$ cat config.mk
export PLATFORM = sky130hd
export DESIGN_NAME = token_pattern_replace
export DESIGN_NICKNAME = d
export VERILOG_FILES = /design/src/design/tpr_pkg.sv /design/src/design/tpr_cell.sv /design/src/design/tpr_out_buf.sv /design/src/design/token_pattern_replace.sv
export SDC_FILE = /design/constraint.sdc
export NUM_CORES = 1
export LEC_CHECK = 0
export BUFFER_PORTS_ARGS = -buffer_cell sky130_fd_sc_hd__buf_2
export CAP_MARGIN = 40
export CORE_AREA = 2 2 195 197
export CTS_BUF_LIST = sky130_fd_sc_hd__clkbuf_2
export CTS_CLUSTER_DIAMETER = 50
export DETAILED_ROUTE_END_ITERATION = 7
export DIE_AREA = 0 0 197 199
export PLACE_DENSITY = 0.78
export SLEW_MARGIN = 20
export SYNTH_ARGS = -nofsm -noshare
export SYNTH_HDL_FRONTEND = slang
export SYNTH_SLANG_ARGS = --single-unit
$ cat constraint.sdc
create_clock -name clk -period 12.3 [get_ports clk]
set_input_delay 1.845 -clock clk [delete_from_list [all_inputs] [get_ports clk]]
set_output_delay 1.845 -clock clk [all_outputs]
set_load 0.005 [all_outputs]
$ cat src/design/tpr_pkg.sv
// Shared types and constants for the token pattern replace block.
// Used by tpr_cell, tpr_out_buf and token_pattern_replace; depends on nothing.

package tpr_pkg;

  // Bytes held by each pair of pattern / replacement registers
  localparam int REG_BYTES = 16;

  // Default window depth (longest pattern supported)
  localparam int MAX_PATTERN_DEF = 16;

  // Widths of the configuration port
  localparam int CFG_IDX_W  = 3;
  localparam int CFG_DATA_W = 64;
  localparam int LEN_W      = 5;

  // Configuration register indexes
  localparam logic [CFG_IDX_W-1:0] CFG_PATTERN_LEN = 3'd0;
  localparam logic [CFG_IDX_W-1:0] CFG_CONTENT_LEN = 3'd1;
  localparam logic [CFG_IDX_W-1:0] CFG_PATTERN_LO  = 3'd2;
  localparam logic [CFG_IDX_W-1:0] CFG_PATTERN_HI  = 3'd3;
  localparam logic [CFG_IDX_W-1:0] CFG_CONTENT_LO  = 3'd4;
  localparam logic [CFG_IDX_W-1:0] CFG_CONTENT_HI  = 3'd5;

  // Per-cycle control of one window cell
  typedef struct packed {
    logic load;   // take the incoming token byte
    logic shift;  // take the neighbour's byte
  } cell_ctl_t;

  // One result on its way to the output port
  typedef struct packed {
    logic [7:0] data;
    logic       last;
  } out_item_t;

endpackage

$ cat src/design/tpr_cell.sv
// One byte cell of the pending window: holds a byte, compares it with its
// pattern byte and hands it to the next-older neighbour on a shift.
// Depends on tpr_pkg.

module tpr_cell (
  input  logic              clk,
  input  tpr_pkg::cell_ctl_t ctl,
  input  logic [7:0]        din,
  input  logic [7:0]        nb,
  input  logic [7:0]        pat,
  output logic [7:0]        cur,
  output logic              eq
);

  logic [7:0] q;

  // Current view of the cell, including a byte loaded this cycle
  assign cur = ctl.load ? din : q;
  assign eq  = (cur == pat);

  // Hold, load or take the neighbour's byte
  always_ff @(posedge clk) begin
    if (ctl.shift) begin
      q <= nb;
    end else begin
      q <= cur;
    end
  end

endmodule

$ cat src/design/tpr_out_buf.sv
// Two-entry output buffer (output register plus skid register) that parts
// the result engine from the output handshake. Depends on tpr_pkg.

module tpr_out_buf (
  input  logic               clk,
  input  logic               rst,
  input  logic               push,
  input  tpr_pkg::out_item_t push_item,
  output logic               full,
  output logic               out_valid,
  input  logic               out_stall,
  output tpr_pkg::out_item_t out_item
);

  logic               head_v;
  logic               head_v_next;
  tpr_pkg::out_item_t head;
  tpr_pkg::out_item_t head_next;
  logic               skid_v;
  logic               skid_v_next;
  tpr_pkg::out_item_t skid;
  tpr_pkg::out_item_t skid_next;
  logic               pop;

  assign pop       = head_v && !out_stall;
  assign full      = skid_v;
  assign out_valid = head_v;
  assign out_item  = head;

  // Advance the head from the skid, then take the pushed transaction
  always_comb begin
    head_v_next = head_v;
    head_next   = head;
    skid_v_next = skid_v;
    skid_next   = skid;
    if (!head_v || pop) begin
      if (skid_v) begin
        head_next   = skid;
        head_v_next = 1'b1;
        skid_v_next = push;
        skid_next   = push_item;
      end else begin
        head_next   = push_item;
        head_v_next = push;
      end
    end else if (push) begin
      skid_next   = push_item;
      skid_v_next = 1'b1;
    end
  end

  always_ff @(posedge clk) begin
    if (rst) begin
      head_v <= 1'b0;
      skid_v <= 1'b0;
    end else begin
      head_v <= head_v_next;
      skid_v <= skid_v_next;
    end
  end

  always_ff @(posedge clk) begin
    head <= head_next;
    skid <= skid_next;
  end

endmodule

$ cat src/design/token_pattern_replace.sv
// Token pattern replace: bytes enter the tail of a row of window cells; when
// the window is full and equals the pattern the replacement bytes are sent
// and the window empties, otherwise the oldest byte is sent, and the last
// byte of a token flushes the window. One result leaves the emit logic per
// cycle while the output buffer has room, and a byte causing several
// results (a replacement or a flush) holds the input until the run's last
// result has left the hold register. After the pattern length is lowered
// while bytes wait, the next byte may hold the input longer: a match that
// leaves bytes behind drops its pattern bytes one by one beside the
// replacement bytes, and a compare may send nothing. Results pass through a
// two-entry buffer, so the input is taken while an earlier result waits
// downstream; the engine stands still while that buffer is full. Depends on
// tpr_pkg, tpr_cell, tpr_out_buf.

module token_pattern_replace #(
  parameter int MAX_PATTERN = tpr_pkg::MAX_PATTERN_DEF
) (
  input  logic                           clk,
  input  logic                           rst,
  input  logic                           cfg_wr_en,
  input  logic [tpr_pkg::CFG_IDX_W-1:0]  cfg_index,
  input  logic [tpr_pkg::CFG_DATA_W-1:0] cfg_data,
  input  logic                           in_valid,
  output logic                           in_stall,
  input  logic [7:0]                     token_byte,
  input  logic                           token_end,
  output logic                           out_valid,
  input  logic                           out_stall,
  output logic [7:0]                     out_byte,
  output logic                           run_last
);

  localparam int WIN = (MAX_PATTERN < tpr_pkg::REG_BYTES) ? MAX_PATTERN
                                                          : tpr_pkg::REG_BYTES;
  localparam int CW  = $clog2(WIN + 1);
  localparam int IW  = (WIN > 1) ? $clog2(WIN) : 1;

  // Configuration registers
  logic [tpr_pkg::LEN_W-1:0] pattern_len;
  logic [tpr_pkg::LEN_W-1:0] content_len;
  logic [63:0]               pattern_lo;
  logic [63:0]               pattern_hi;
  logic [63:0]               content_lo;
  logic [63:0]               content_hi;

  // Engine state
  logic          active;
  logic          content_on;
  logic          content_next;
  logic [IW-1:0] cidx;
  logic [IW-1:0] cidx_next;
  logic [CW-1:0] drop_cnt;
  logic [CW-1:0] drop_next;
  logic [CW-1:0] n;
  logic [CW-1:0] n_next;
  logic          flush;
  logic          hold_v;
  logic          hold_v_next;
  logic [7:0]    hold_b;
  logic [7:0]    hold_b_next;

  logic                      full;
  logic                      acc;
  logic                      act;
  logic [CW-1:0]             cur_n;
  logic                      cur_flush;
  logic [tpr_pkg::LEN_W-1:0] plen_raw;
  logic [tpr_pkg::LEN_W-1:0] plen5;
  logic [tpr_pkg::LEN_W-1:0] clen5;
  logic [CW-1:0]             plen_eff;
  logic [CW-1:0]             clen_eff;
  logic [127:0]              pat_all;
  logic [127:0]              con_all;
  logic [WIN-1:0]            eq;
  logic [WIN-1:0]            in_pat;
  logic                      hit;
  logic                      shift;
  logic                      emit_v;
  logic [7:0]                emit_b;
  logic                      busy_next;
  logic                      done;
  logic                      push;
  tpr_pkg::out_item_t        push_item;
  tpr_pkg::out_item_t        out_item;
  logic [7:0]                cur_b [WIN];
  logic [7:0]                nb_b  [WIN];

  function automatic logic [7:0] pick_byte(input logic [127:0] regs,
                                           input logic [3:0]   idx);
    pick_byte = regs[{idx, 3'b000} +: 8];
  endfunction

  // Effective lengths: pattern in 1..WIN, content no longer than pattern
  assign plen_raw = (pattern_len == '0) ? 5'd1 : pattern_len;
  assign plen5    = (plen_raw > 5'(WIN)) ? 5'(WIN) : plen_raw;
  assign clen5    = (content_len > plen5) ? plen5 : content_len;
  assign plen_eff = CW'(plen5);
  assign clen_eff = CW'(clen5);
  assign pat_all  = {pattern_hi, pattern_lo};
  assign con_all  = {content_hi, content_lo};

  // Input handshake: take a byte only when no run is open, no result is held and the output buffer has room
  assign in_stall  = full || active || hold_v;
  assign acc       = in_valid && !in_stall;
  assign act       = active || acc;
  assign cur_n     = acc ? (n + CW'(1)) : n;
  assign cur_flush = acc ? token_end : flush;

  // Row of window cells, oldest byte in cell 0
  for (genvar i = 0; i < WIN; i++) begin : g_cell
    tpr_pkg::cell_ctl_t ctl;

    if (i == WIN - 1) begin : g_end
      assign nb_b[i] = 8'h00;
    end else begin : g_mid
      assign nb_b[i] = cur_b[i+1];
    end

    assign ctl.load  = acc && (n == CW'(i));
    assign ctl.shift = shift && !full;
    assign in_pat[i] = (CW'(i) < plen_eff);

    tpr_cell u_cell (
      .clk (clk),
      .ctl (ctl),
      .din (token_byte),
      .nb  (nb_b[i]),
      .pat (pat_all[8*i +: 8]),
      .cur (cur_b[i]),
      .eq  (eq[i])
    );
  end

  assign hit = &(eq | ~in_pat);

  // Emit step: replacement bytes and pending drops first, then a window
  // compare, then the end-of-token flush
  always_comb begin
    emit_v       = 1'b0;
    emit_b       = cur_b[0];
    shift        = 1'b0;
    n_next       = cur_n;
    content_next = content_on;
    cidx_next    = cidx;
    drop_next    = drop_cnt;
    if (act) begin
      if (content_on || drop_cnt != '0) begin
        if (content_on) begin
          emit_v       = 1'b1;
          emit_b       = pick_byte(con_all, 4'(cidx));
          cidx_next    = cidx + IW'(1);
          content_next = (CW'(cidx) + CW'(1)) < clen_eff;
        end
        if (drop_cnt != '0) begin
          shift     = 1'b1;
          n_next    = cur_n - CW'(1);
          drop_next = drop_cnt - CW'(1);
        end
      end else if (cur_n >= plen_eff) begin
        if (hit) begin
          if (clen_eff != '0) begin
            emit_v       = 1'b1;
            emit_b       = pick_byte(con_all, 4'd0);
            cidx_next    = IW'(1);
            content_next = CW'(1) < clen_eff;
          end
          if (cur_n == plen_eff) begin
            n_next = '0;
          end else begin
            shift     = 1'b1;
            n_next    = cur_n - CW'(1);
            drop_next = plen_eff - CW'(1);
          end
        end else begin
          emit_v = 1'b1;
          shift  = 1'b1;
          n_next = cur_n - CW'(1);
        end
      end else if (cur_flush && cur_n != '0) begin
        emit_v = 1'b1;
        shift  = 1'b1;
        n_next = cur_n - CW'(1);
      end
    end
  end

  assign busy_next = content_next || (drop_next != '0) || (n_next >= plen_eff) ||
                     (cur_flush && n_next != '0);
  assign done      = !(act && busy_next);

  // Hold the latest result until it is known whether it ends the run
  always_comb begin
    push           = 1'b0;
    push_item.data = hold_b;
    push_item.last = 1'b0;
    hold_v_next    = hold_v;
    hold_b_next    = hold_b;
    if (!full) begin
      if (emit_v) begin
        if (hold_v) begin
          push        = 1'b1;
          hold_b_next = emit_b;
        end else if (done) begin
          push           = 1'b1;
          push_item.data = emit_b;
          push_item.last = 1'b1;
        end else begin
          hold_v_next = 1'b1;
          hold_b_next = emit_b;
        end
      end else if (done && hold_v) begin
        push           = 1'b1;
        push_item.last = 1'b1;
        hold_v_next    = 1'b0;
      end
    end
  end

  // Control state
  always_ff @(posedge clk) begin
    if (rst) begin
      active     <= 1'b0;
      content_on <= 1'b0;
      drop_cnt   <= '0;
      n          <= '0;
      flush      <= 1'b0;
      hold_v     <= 1'b0;
    end else if (!full) begin
      active     <= act && busy_next;
      content_on <= content_next;
      drop_cnt   <= drop_next;
      n          <= n_next;
      flush      <= act && busy_next && cur_flush;
      hold_v     <= hold_v_next;
    end
  end

  always_ff @(posedge clk) begin
    if (!full) begin
      cidx   <= cidx_next;
      hold_b <= hold_b_next;
    end
  end

  // Configuration writes; unknown indexes are ignored
  always_ff @(posedge clk) begin
    if (rst) begin
      pattern_len <= 5'd1;
      content_len <= '0;
      pattern_lo  <= '0;
      pattern_hi  <= '0;
      content_lo  <= '0;
      content_hi  <= '0;
    end else if (cfg_wr_en) begin
      case (cfg_index)
        tpr_pkg::CFG_PATTERN_LEN: pattern_len <= cfg_data[tpr_pkg::LEN_W-1:0];
        tpr_pkg::CFG_CONTENT_LEN: content_len <= cfg_data[tpr_pkg::LEN_W-1:0];
        tpr_pkg::CFG_PATTERN_LO:  pattern_lo  <= cfg_data;
        tpr_pkg::CFG_PATTERN_HI:  pattern_hi  <= cfg_data;
        tpr_pkg::CFG_CONTENT_LO:  content_lo  <= cfg_data;
        tpr_pkg::CFG_CONTENT_HI:  content_hi  <= cfg_data;
        default: ;
      endcase
    end
  end

  tpr_out_buf u_out_buf (
    .clk       (clk),
    .rst       (rst),
    .push      (push),
    .push_item (push_item),
    .full      (full),
    .out_valid (out_valid),
    .out_stall (out_stall),
    .out_item  (out_item)
  );

  assign out_byte = out_item.data;
  assign run_last = out_item.last;

  // A finished run leaves fewer bytes than a pattern in the window
  a_run_end_window: assert property (@(posedge clk) disable iff (rst)
    $fell(active) |-> n < plen_eff)
    else $error("window holds a full pattern after a run ended");

  // A held result of a finished run goes out as soon as there is room
  a_hold_release: assert property (@(posedge clk) disable iff (rst)
    (!active && hold_v && !full) |=> !hold_v)
    else $error("held result not released after run end");

  // Replacement bytes are only sent within an open run
  a_content_active: assert property (@(posedge clk) disable iff (rst)
    content_on |-> active)
    else $error("replacement emission outside a run");

  // Pending drops never exceed the bytes in the window
  a_drop_bound: assert property (@(posedge clk) disable iff (rst)
    drop_cnt <= n)
    else $error("drop count exceeds window fill");

endmodule

Yosys cells after proc, flatten, opt, wreduce, memory -nomap -nowiden
Cells that the tools add are included.

Flip-flop bits (word level): 440. Bits of input ports: 81. Output and inout port bits: 11. Logic and storage cells: 272.

Add/subtract/negate cells: 6. Order comparisons: 22. Eq/ne operators: 39. Shift-type cells: 1. Mux-type cells: 103. Bitwise gates (word level): 3. Reductions and logical operators: 62.

Operator list (number): $mux W8 (40); $eq A8 B8 Y1 (16); $shiftx A128 B8 Y8 (1); $mux W5 (17); $mux W9 (7); $eq A5 B4 Y1 const B (8); $lt A4 B5 Y1 const A (8); $mux W1 (34); $reduce_bool A5 Y1 (5); $logic_and A1 B1 Y1 (24); $eq A5 B3 Y1 const B (4); $lt A3 B5 Y1 const A (4); $mux W4 (5); $not A16 Y16 (1); $or A16 B16 Y16 (1); $reduce_and A16 Y1 (1); $reduce_and A2 Y1 (8); $lt A1 B5 Y1 const A (3); $sub A5 B1 Y5 const B (3); $reduce_bool A2 Y1 (6); $eq A5 B2 Y1 const B (2); $ge A5 B5 Y1 (2); $logic_not A5 Y1 (2); $lt A2 B5 Y1 const A (2); 19 further kinds (32).

Logic depth before layout (Yosys ltp)
Gate-level depths: netlist of the first run.

Word-level depth: 25. Depth in mapped cells: 27. Gate-level depth less buffers: 24.

By module
A second synthesis of the first run with hierarchy kept.

Cells, all modules: 2308. Area total of the unflattened synthesis: 21906.0 um^2.

By module, submodules not included: token_pattern_replace (instances 1, cells each 1679, area each 13495.4 um^2); tpr_cell (instances 16, cells each 37, area each 479.2 um^2); tpr_out_buf (instances 1, cells each 37, area each 743.2 um^2).

Worst setup path before layout of the first run
Ideal clock, no wire load.

Path kind: input to register. From: input in_valid. To: register u_out_buf.skid[0] (netlist bit), enable pin. Data arrival time: 6616 ps. Required time: 11964 ps. Slack: 5348 ps. Cell stages on the path: 24. Path buffers: 2. Cell sequence: nor4b_4 > buf_2 > nand4_1 > xnor2_1 > ha_1 > a21oi_1 > nand2_1 > a211oi_1 > o21a_1 > a31oi_1 > a22oi_1 > nor2_1 > ha_1 > nand2b_1 > a21o_1 > a21oi_1 > nor2b_1 > o21ai_0 > o2111ai_1 > a211oi_2 > o211a_1 > buf_6 > a21o_2 > a31o_1.

Word-level cells in the longest chain between the ends: 22. Elaborated cells on any way between the ends: 97. Those cells by class: add/sub: 1; order compare: 2; eq/ne: 17; mux: 44; bitwise: 1; reduce/logical: 32.

RTL lines: start, declared (RTL line token_pattern_replace.sv:23) `input logic in_valid,`; $logic_and A1 B1 Y1 * (RTL line token_pattern_replace.sv:104) `assign acc = in_valid && !in_stall;`; parallel branches: the longest is 17 deep, another holds $ge A5 B5 Y1; $mux W1 * (RTL line token_pattern_replace.sv:199) `if (emit_v) begin`; $mux W1 * (RTL line token_pattern_replace.sv:198) `if (!full) begin`; $reduce_bool A2 Y1 (no source line) *; $reduce_and A2 Y1 (no source line) *; end signal, assigned (RTL line tpr_out_buf.sv:64) `skid <= skid_next;`; end, declared (RTL line tpr_out_buf.sv:21) `tpr_pkg::out_item_t skid;`.

Every way passes the cells marked *. A chain may end at the register's enable or synchronous reset.

Final worst setup path of the first run
From: input token_byte[4]. To: register u_out_buf.skid[0] (netlist bit), enable pin.

Word-level cells in the longest chain between the ends: 20. Elaborated cells on any way between the ends: 67. Those cells by class: order compare: 1; eq/ne: 16; mux: 37; bitwise: 1; reduce/logical: 12.

RTL lines: start, declared (RTL line token_pattern_replace.sv:25) `input logic [7:0] token_byte,`; $mux W8 (RTL line tpr_cell.sv:18) `assign cur = ctl.load ? din : q;`; $eq A8 B8 Y1 (RTL line tpr_cell.sv:19) `assign eq = (cur == pat);`; $or A16 B16 Y16 * (RTL line token_pattern_replace.sv:134) `assign hit = &(eq | ~in_pat);`; $reduce_and A16 Y1 * (RTL line token_pattern_replace.sv:134); parallel branches: the longest is 12 deep, another holds $ge A5 B5 Y1; $mux W1 * (RTL line token_pattern_replace.sv:199); $mux W1 * (RTL line token_pattern_replace.sv:198); $reduce_bool A2 Y1 (no source line) *; $reduce_and A2 Y1 (no source line) *.

Marks and branches as above.

==> impl_metrics.py, run 1 <==
metrics = {
    "run_status": {
        "status": "finished with violations",
        "violations": "DRC",
    },
    "timing": {
        "fin_crit_sh_pct": 57.3,
        "setup_viol": 0,
        "setup_tns_ns": 0,
        "period_needed_ns": 7.05,
        "fmax_mhz": 142,
        "hold_viol_final": 0,
        "drv_slew": 0,
        "rsz0062_at_grt": "no",
        "worst_pin_slew_ns": 0.857,
        "clock_skew_ns": 0.125,
        "max_slew_margin_pct": 42.8,
    },
    "worst_setup_path": {
        "critPathArrivalTime_ns": 7.83,
        "rrSetupSlack_ns": 5.32,
        "endpoint_kind": "flip-flop",
        "required_ns": 13.08,
        "worst_path_largest_cell_delay_ns": 0.63,
        "cp_top_family": "compound AO/OA/AOI/OAI gates",
        "cp-start-kind": "primary input",
        "cp_cell_sequence": "buf_2, inv_1, buf_4, nor3_1, o21a_1, o22ai_1, nor4_1, o2111ai_1, a2111o_1, nor3_1, nor2_1, nor2_1, ha_1, nand2b_1, a21o_1, a21oi_1, nor2b_1, o21ai_0, o2111ai_1, a211oi_2, o211a_1, a21o_2, a31o_1",
        "criticalPathCategory": "primary input to flip-flop",
        "crit_buf_inv": 3,
        "crit_fanout": 25,
        "reg2reg_from": "n[3]$_SDFFE_PP0N_",
        "reg2regPathDepth": 19,
        "critical_path.reg2reg.endpoint": "u_out_buf.skid[0]$_DFFE_PP_",
        "crit_slowest_cell": "buf_2",
    },
    "yosys": {
        "synth_cell_types": 97,
        "synth_fa_ha_area_share_pct": 1.62,
        "syn_nets": 2883,
        "synthSimpleGateAreaFrac_pct": 20.6,
        "synth_area_sq_um": 22400,
        "postSynthCellCount": 2773,
        "yosys_register_bits": 440,
        "synth-edff-count": 30,
        "synth_compound_area_share_pct": 20.8,
        "async_flop_share_pct": 0,
        "synth_top_family_by_area": "compound AO/OA/AOI/OAI gates",
        "ys.flop_type": "dfxtp_1",
        "synth-seq-area-share_pct": 40.7,
        "synthMuxAreaShare_pct": 6.36,
        "avgSynthCellArea_sq_um": 8.08,
        "yosysWarnings": 0,
        "synthXorXnorAreaFrac_pct": 4.77,
    },
    "min_path": {
        "worstHoldStart": "content_lo[56]$_SDFFE_PP0P_",
        "min_path_cells": 2,
        "hold_path.class": "flip-flop to flip-flop",
        "holdPathEnd": "content_lo[56]$_SDFFE_PP0P_",
    },
    "global_routing": {
        "grt_util_met2_pct": 64.5,
        "use_met3_pct": 7.93,
        "grt_pass1_wl_mm": 120,
        "track_usage_pct": 40.2,
        "antenna_found_initial": 5,
        "grt_pass1_vias": 21000,
        "top_usage_layer": "met2",
        "grt_max_degree": 86,
        "grt_overflow": 0,
        "use_met1_pct": 49.0,
    },
    "placed_design": {
        "dp_hpwl_mm": 55.0,
        "io_buffers": 91,
        "place_congestion": 1.01,
    },
    "detailed_routing": {
        "dr.first_iter.drc_count": 2878,
        "drt-total-wl_mm": 78.5,
        "vias_per_cell": 6.50,
        "wire_per_inst_microns": 23.3,
        "via_count": 21900,
        "drcViolationCount": 1,
        "postRouteAntennaNets": 0,
        "drt_pre_antenna_iters": 8,
    },
    "floorplanning": {
        "ios": 92,
        "core_sq_um": 37100,
        "die_area_sq_um": 39200,
        "start_util_pct": 60.3,
        "rows": 71,
        "die_h_microns": 199,
        "die_w_microns": 197,
    },
    "clock_network": {
        "numCtsBuffers": 107,
        "postCtsHoldBufs": 0,
        "clock-sinks": 440,
        "clockBufferDepth": 3,
        "insertion_delay_ns": 1.17,
        "cts_root_buf": "clkbuf_2",
        "cts_tree": "yes",
        "path_clk_slew_ns": 0.11,
        "htreeDepth": 3,
        "cts.repair.resized": 0,
        "cts_setup_buffers": 0,
    },
    "finish": {
        "layout-drive-gt1-share_pct": 13.6,
        "final_common_cell": "nand2_1",
        "final_cell_mix": "nand2_1 (698), dfxtp_1 (410), a21oi_1 (345)",
        "postLayoutCoreUtil_pct": 64.8,
        "syn_to_final_growth_pct": 7.44,
        "num-nets-final": 2930,
    },
    "power_and_ir_drop": {
        "powerDensity_nw_per_um2": 211,
        "vdd_ir_drop_max_v": 0.000133,
        "p_leak_uw": 0.00904,
    },
    "flow_run": {
        "drv_cap": 0,
    },
}
synthesized netlist by cell type (all sizes together) (6+ instances only):
library cell	instances	share of area [%]
nand4	18	0.50
clkbuf	151	2.5
nand3	58	1.3
inv	100	1.7
o22ai	92	2.6
o2111ai	10	0.39
nand2b	10	0.28
ha	29	1.6
a2111oi	6	0.29
nor2b	11	0.31
a211oi	9	0.35
nand2	703	12
xor2	48	1.9
dfxtp	410	37
mux2i	49	2.2
or3	6	0.17
edfxtp	30	4.0
nor2	134	2.3
mux4	40	4.0
o21ai	55	1.2
and2	26	0.73
o31ai	6	0.22
and3	8	0.22
nor3	42	0.94
o221ai	12	0.47
o311ai	10	0.49
a221o	9	0.40
buf	40	0.95
o211ai	25	0.92
nor4	21	0.68
xnor2	74	2.9
a31oi	10	0.28
a221oi	19	0.77
a21o	10	0.34
a22oi	58	1.9
a21oi	347	7.8
worst register-to-register path, cell delays in order (launching register included):
cell	delay [ns]
dfxtp_1	0.82
or4b_1	0.86
nor2_4	0.35
o21ai_0	0.15
a2111oi_2	0.41
nand3_1	0.20
nor4_1	0.45
o211ai_2	0.32
or3_1	0.52
o21ai_0	0.23
o21ai_0	0.13
ha_1	0.31
a21oi_1	0.16
nor2b_1	0.06
o21ai_0	0.16
o2111ai_1	0.15
a211oi_2	0.36
o211a_1	0.44
a21o_2	0.22
a31o_1	0.40
cell families (layout without fill, tap and decap cells):
logic type / count (synthesis) / count (layout)
AO/OA/AOI/OAI: 734 / 734
adder cells (fa/ha/maj): 29 / 29
other: 0 / 1
XOR/XNOR: 122 / 122
multiplexers: 91 / 91
AND/OR/NAND/NOR: 1065 / 1065
buffers and inverters: 292 / 418
flip-flops: 440 / 440
routing by layer:
layer / share of wire (%) / wire [microns]
met2: 46 / 35900
met3: 11 / 8240
met4: 6.6 / 5200
met1: 37 / 29100
met5: 0.013 / 10
area by class of cell:
type	instances	area, sq um
Antenna cell	1	2.50
Clock buffer	160	801
Clock inverter	28	155
Fill cell	3269	13100
Inverter	101	379
Multi-Input combinational cell	2041	12200
Sequential cell	440	9110
Tap cell	474	593
Timing Repair Buffer	129	831
stage by stage:
stage / setup slack, ns / hold WS (ns) / area (sq um) / cells / power (uW)
final: 5.25 / 0.458 / 24100 / 3374 / 5080
after global routing: 4.99 / 0.483 / 24100 / 3374 / 5370
after CTS: 5.36 / 0.457 / 24000 / 3370 / 5010
after detailed placement: 4.19 / 0.443 / 23100 / 3182 / 4030
after global placement: 4.23 / 0.438 / 23000 / 3177 / 3980
after floorplan: 5.35 / 0.433 / 22400 / 2773 / 3470
flip-flops by register name, indices dropped and copies added, names as in the netlist:
register	flops
g_cell.u_cell.q	128
content_hi	64
pattern_hi	64
pattern_len	5
hold_v	1
flush	1
drop_cnt	5
content_on	1
n	5
hold_b	8
content_lo	64
u_out_buf.full	1
content_len	5
active	1
u_out_buf.out_valid	1
u_out_buf.out_item	9
pattern_lo	64
u_out_buf.skid	9
cidx	4
how the worst max path moves through the flow:
stage	startpoint	to	cells past startpoint
floorplan	in_valid	u_out_buf.skid[0]$_DFFE_PP_	24
global placement	token_byte[1]	u_out_buf.skid[2]$_DFFE_PP_	23
detailed placement	token_byte[1]	u_out_buf.skid[2]$_DFFE_PP_	23
CTS	token_byte[1]	u_out_buf.skid[0]$_DFFE_PP_	23
global route	token_byte[4]	u_out_buf.skid[1]$_DFFE_PP_	23
finish	token_byte[4]	u_out_buf.skid[0]$_DFFE_PP_	23
power by group:
part	switching, uW	internal (uW)
Clock	618	371
Sequential	318	1750
Combinational	1230	791
Note: power is estimated with default switching activity, not from simulation.
==> run 2, diff against run 1 <==
--- a/config.mk
+++ b/config.mk
@@ -7,11 +7,11 @@
 export LEC_CHECK = 0
 export BUFFER_PORTS_ARGS = -buffer_cell sky130_fd_sc_hd__buf_2
 export CAP_MARGIN = 40
-export CORE_AREA = 2 2 195 197
+export CORE_AREA = 2 2 200 202
 export CTS_BUF_LIST = sky130_fd_sc_hd__clkbuf_2
 export CTS_CLUSTER_DIAMETER = 50
 export DETAILED_ROUTE_END_ITERATION = 7
-export DIE_AREA = 0 0 197 199
+export DIE_AREA = 0 0 202 204
 export PLACE_DENSITY = 0.78
 export SLEW_MARGIN = 20
 export SYNTH_ARGS = -nofsm -noshare
==> constraint.sdc (replaced) <==
create_clock -name clk -period 5.7 [get_ports clk]
set_input_delay 0.855 -clock clk [delete_from_list [all_inputs] [get_ports clk]]
set_output_delay 0.855 -clock clk [all_outputs]
set_load 0.005 [all_outputs]
==> run 2 against run 1 <==
Effect of this change:
- core utilization increased by 3.3 points
- sequential power up 120%
- highest routed layer is now met4
- the flow now finishes without violations
- register-to-register slack got worse by 5.1 ns
- non-clock buffer count up 276
==> impl_metrics.py, run 2 (synthesis gave the netlist of run 1 again) <==
metrics = {
    "detailed_routing": {
        "drt-total-wl_mm": 86.6,
        "drt_pre_antenna_iters": 6,
        "postRouteAntennaNets": 0,
        "drcViolationCount": 0,
        "dr.first_iter.drc_count": 2829,
        "wire_per_inst_microns": 23.4,
        "vias_per_cell": 6.28,
        "via_count": 23300,
    },
    "worst_setup_path": {
        "critical_path.reg2reg.endpoint": "u_out_buf.skid[4]$_DFFE_PP_",
        "crit_fanout": 9,
        "required_ns": 6.54,
        "criticalPathCategory": "flip-flop to flip-flop",
        "cp-start-kind": "flip-flop",
        "crit_start": "n[2]$_SDFFE_PP0N_",
        "setup.worst_path.end": "u_out_buf.skid[4]$_DFFE_PP_",
        "reg2reg_from": "n[2]$_SDFFE_PP0N_",
        "rrSetupSlack_ns": 0.26,
        "reg2regPathDepth": 25,
        "endpoint_kind": "flip-flop",
        "critPathArrivalTime_ns": 6.28,
    },
    "clock_network": {
        "cts_root_buf": "clkbuf_2",
        "numCtsBuffers": 110,
        "clockBufferDepth": 3,
        "insertion_delay_ns": 1.22,
        "cts_tree": "yes",
        "path_clk_slew_ns": 0.12,
        "htreeDepth": 3,
        "clock-sinks": 440,
    },
    "floorplanning": {
        "core_sq_um": 39200,
        "rows": 73,
        "ios": 92,
        "start_util_pct": 57.2,
        "die_h_microns": 204,
        "die_area_sq_um": 41200,
        "die_w_microns": 202,
    },
    "placed_design": {
        "dp_hpwl_mm": 63.3,
        "io_buffers": 91,
        "place_ws_ns": -0.579,
        "place_congestion": 1.05,
    },
    "power_and_ir_drop": {
        "power_uw": 11700,
        "p_leak_uw": 0.0104,
        "powerDensity_nw_per_um2": 439,
        "vdd_ir_drop_max_v": 0.000271,
    },
    "finish": {
        "largest_reg_flops": 128,
        "final_common_cell": "nand2_1",
        "syn_to_final_growth_pct": 19.2,
        "final_cell_mix": "nand2_1 (697), dfxtp_1 (406), a21oi_1 (345)",
        "layout-drive-gt1-share_pct": 19.7,
        "fill_cells": 3255,
        "num-nets-final": 3209,
        "top_register": "g_cell.u_cell.q",
    },
    "timing": {
        "worst_pin_slew_ns": 0.861,
        "period_needed_ns": 5.44,
        "setup_viol": 0,
        "setup_tns_ns": 0,
        "drv_slew": 0,
        "setup_ws_ns": 0.262,
        "rsz0062_at_grt": "no",
        "fin_crit_sh_pct": 95.4,
        "clock_skew_ns": 0.142,
        "fmax_mhz": 184,
        "hold_viol_final": 0,
        "max_slew_margin_pct": 40.9,
    },
    "run_status": {
        "status": "finished, final reports clean",
    },
    "flow_run": {
        "drv_cap": 0,
    },
    "global_routing": {
        "grt_pass1_vias": 22600,
        "track_usage_pct": 41.7,
        "antenna_found_initial": 2,
        "grt_overflow": 0,
        "grt_pass1_wl_mm": 132,
        "grt_max_degree": 132,
    },
    "min_path": {
        "hold_path.class": "primary input to flip-flop",
    },
}
[run 2: repair_timing]
item                                   4_1_cts  5_1_grt
gates resized for setup                     13       17
pin swaps                                    2       10
setup buffers                                0        4
endpoints found under the hold margin      149        2
setup endpoints to repair                   40       40
hold buffers                                58        1
[run 2: how the worst min path moves through the flow]
| stage | end | slack (ns) | from | depth (start not counted) |
|---|---|---|---|---|
| floorplan | content_hi[16]$_SDFFE_PP0P_ | 0.43 | content_hi[16]$_SDFFE_PP0P_ | 2 |
| global placement | content_hi[40]$_SDFFE_PP0P_ | 0.44 | content_hi[40]$_SDFFE_PP0P_ | 2 |
| detailed placement | content_hi[26]$_SDFFE_PP0P_ | 0.45 | content_hi[26]$_SDFFE_PP0P_ | 2 |
| CTS | content_hi[46]$_SDFFE_PP0P_ | 0.0002 | cfg_data[46] | 3 |
| global route | content_hi[20]$_SDFFE_PP0P_ | 0.007 | cfg_data[20] | 3 |
| finish | pattern_lo[46]$_SDFFE_PP0P_ | 0.05 | cfg_data[46] | 3 |
[run 2: metrics by stage]
stage | area, sq um | hold WS [ns] | util, % | instances
floorplan | 22400 | 0.433 | - | 2773
global placement | 24900 | 0.439 | 63.5 | 3447
detailed placement | 24900 | 0.446 | 63.7 | 3450
CTS | 26600 | 0.000173 | 67.8 | 3697
global route | 26700 | 0.00666 | 68.1 | 3702
finish | 26700 | 0.0524 | 68.1 | 3703
[run 2: routing by layer]
metal  wire length, microns  track usage (%)
met2                  39200             67.4
met1                  32000             51.0
met3                   8880             8.08
met4                   6590             27.5
met5                      0                0
[run 2: final cells by class]
class / instances / area, sq um / share of cell area [%]
diodes: 2 / 5.00 / 0.0188
clock buffers: 151 / 756 / 2.83
clock inverters: 38 / 239 / 0.896
inverters: 101 / 379 / 1.42
multi-input cells: 2041 / 12300 / 46.2
flip-flops and latches: 440 / 9120 / 34.2
well taps: 525 / 657 / 2.46
repair buffers: 405 / 3210 / 12.0
[run 2: report_power, final]
part | internal, uW | total, uW | switching [uW]
clock network | 829 | 2190 | 1360
logic | 2150 | 5050 | 2900
registers | 3770 | 4470 | 705
[run 2: critical path, stage by stage (launching register included)]
cell and delay (ns):
dfxtp_1 0.45, buf_4 0.22, nor4bb_2 0.34, buf_4 0.23, nand2_1 0.16, mux2i_1 0.16, o2bb2ai_1 0.14, a311oi_1 0.27
a41oi_1 0.29, a2111o_1 0.53, nor3_1 0.29, nor2_1 0.09, nor2_1 0.10, ha_1 0.23, nand2b_1 0.14, a21o_1 0.17
a21oi_1 0.13, nor2b_1 0.07, o21ai_2 0.13, o2111ai_1 0.14, a211oi_2 0.21, buf_4 0.16, o211ai_4 0.10, nand2_2 0.09
a31o_1 0.19, buf_12 0.14
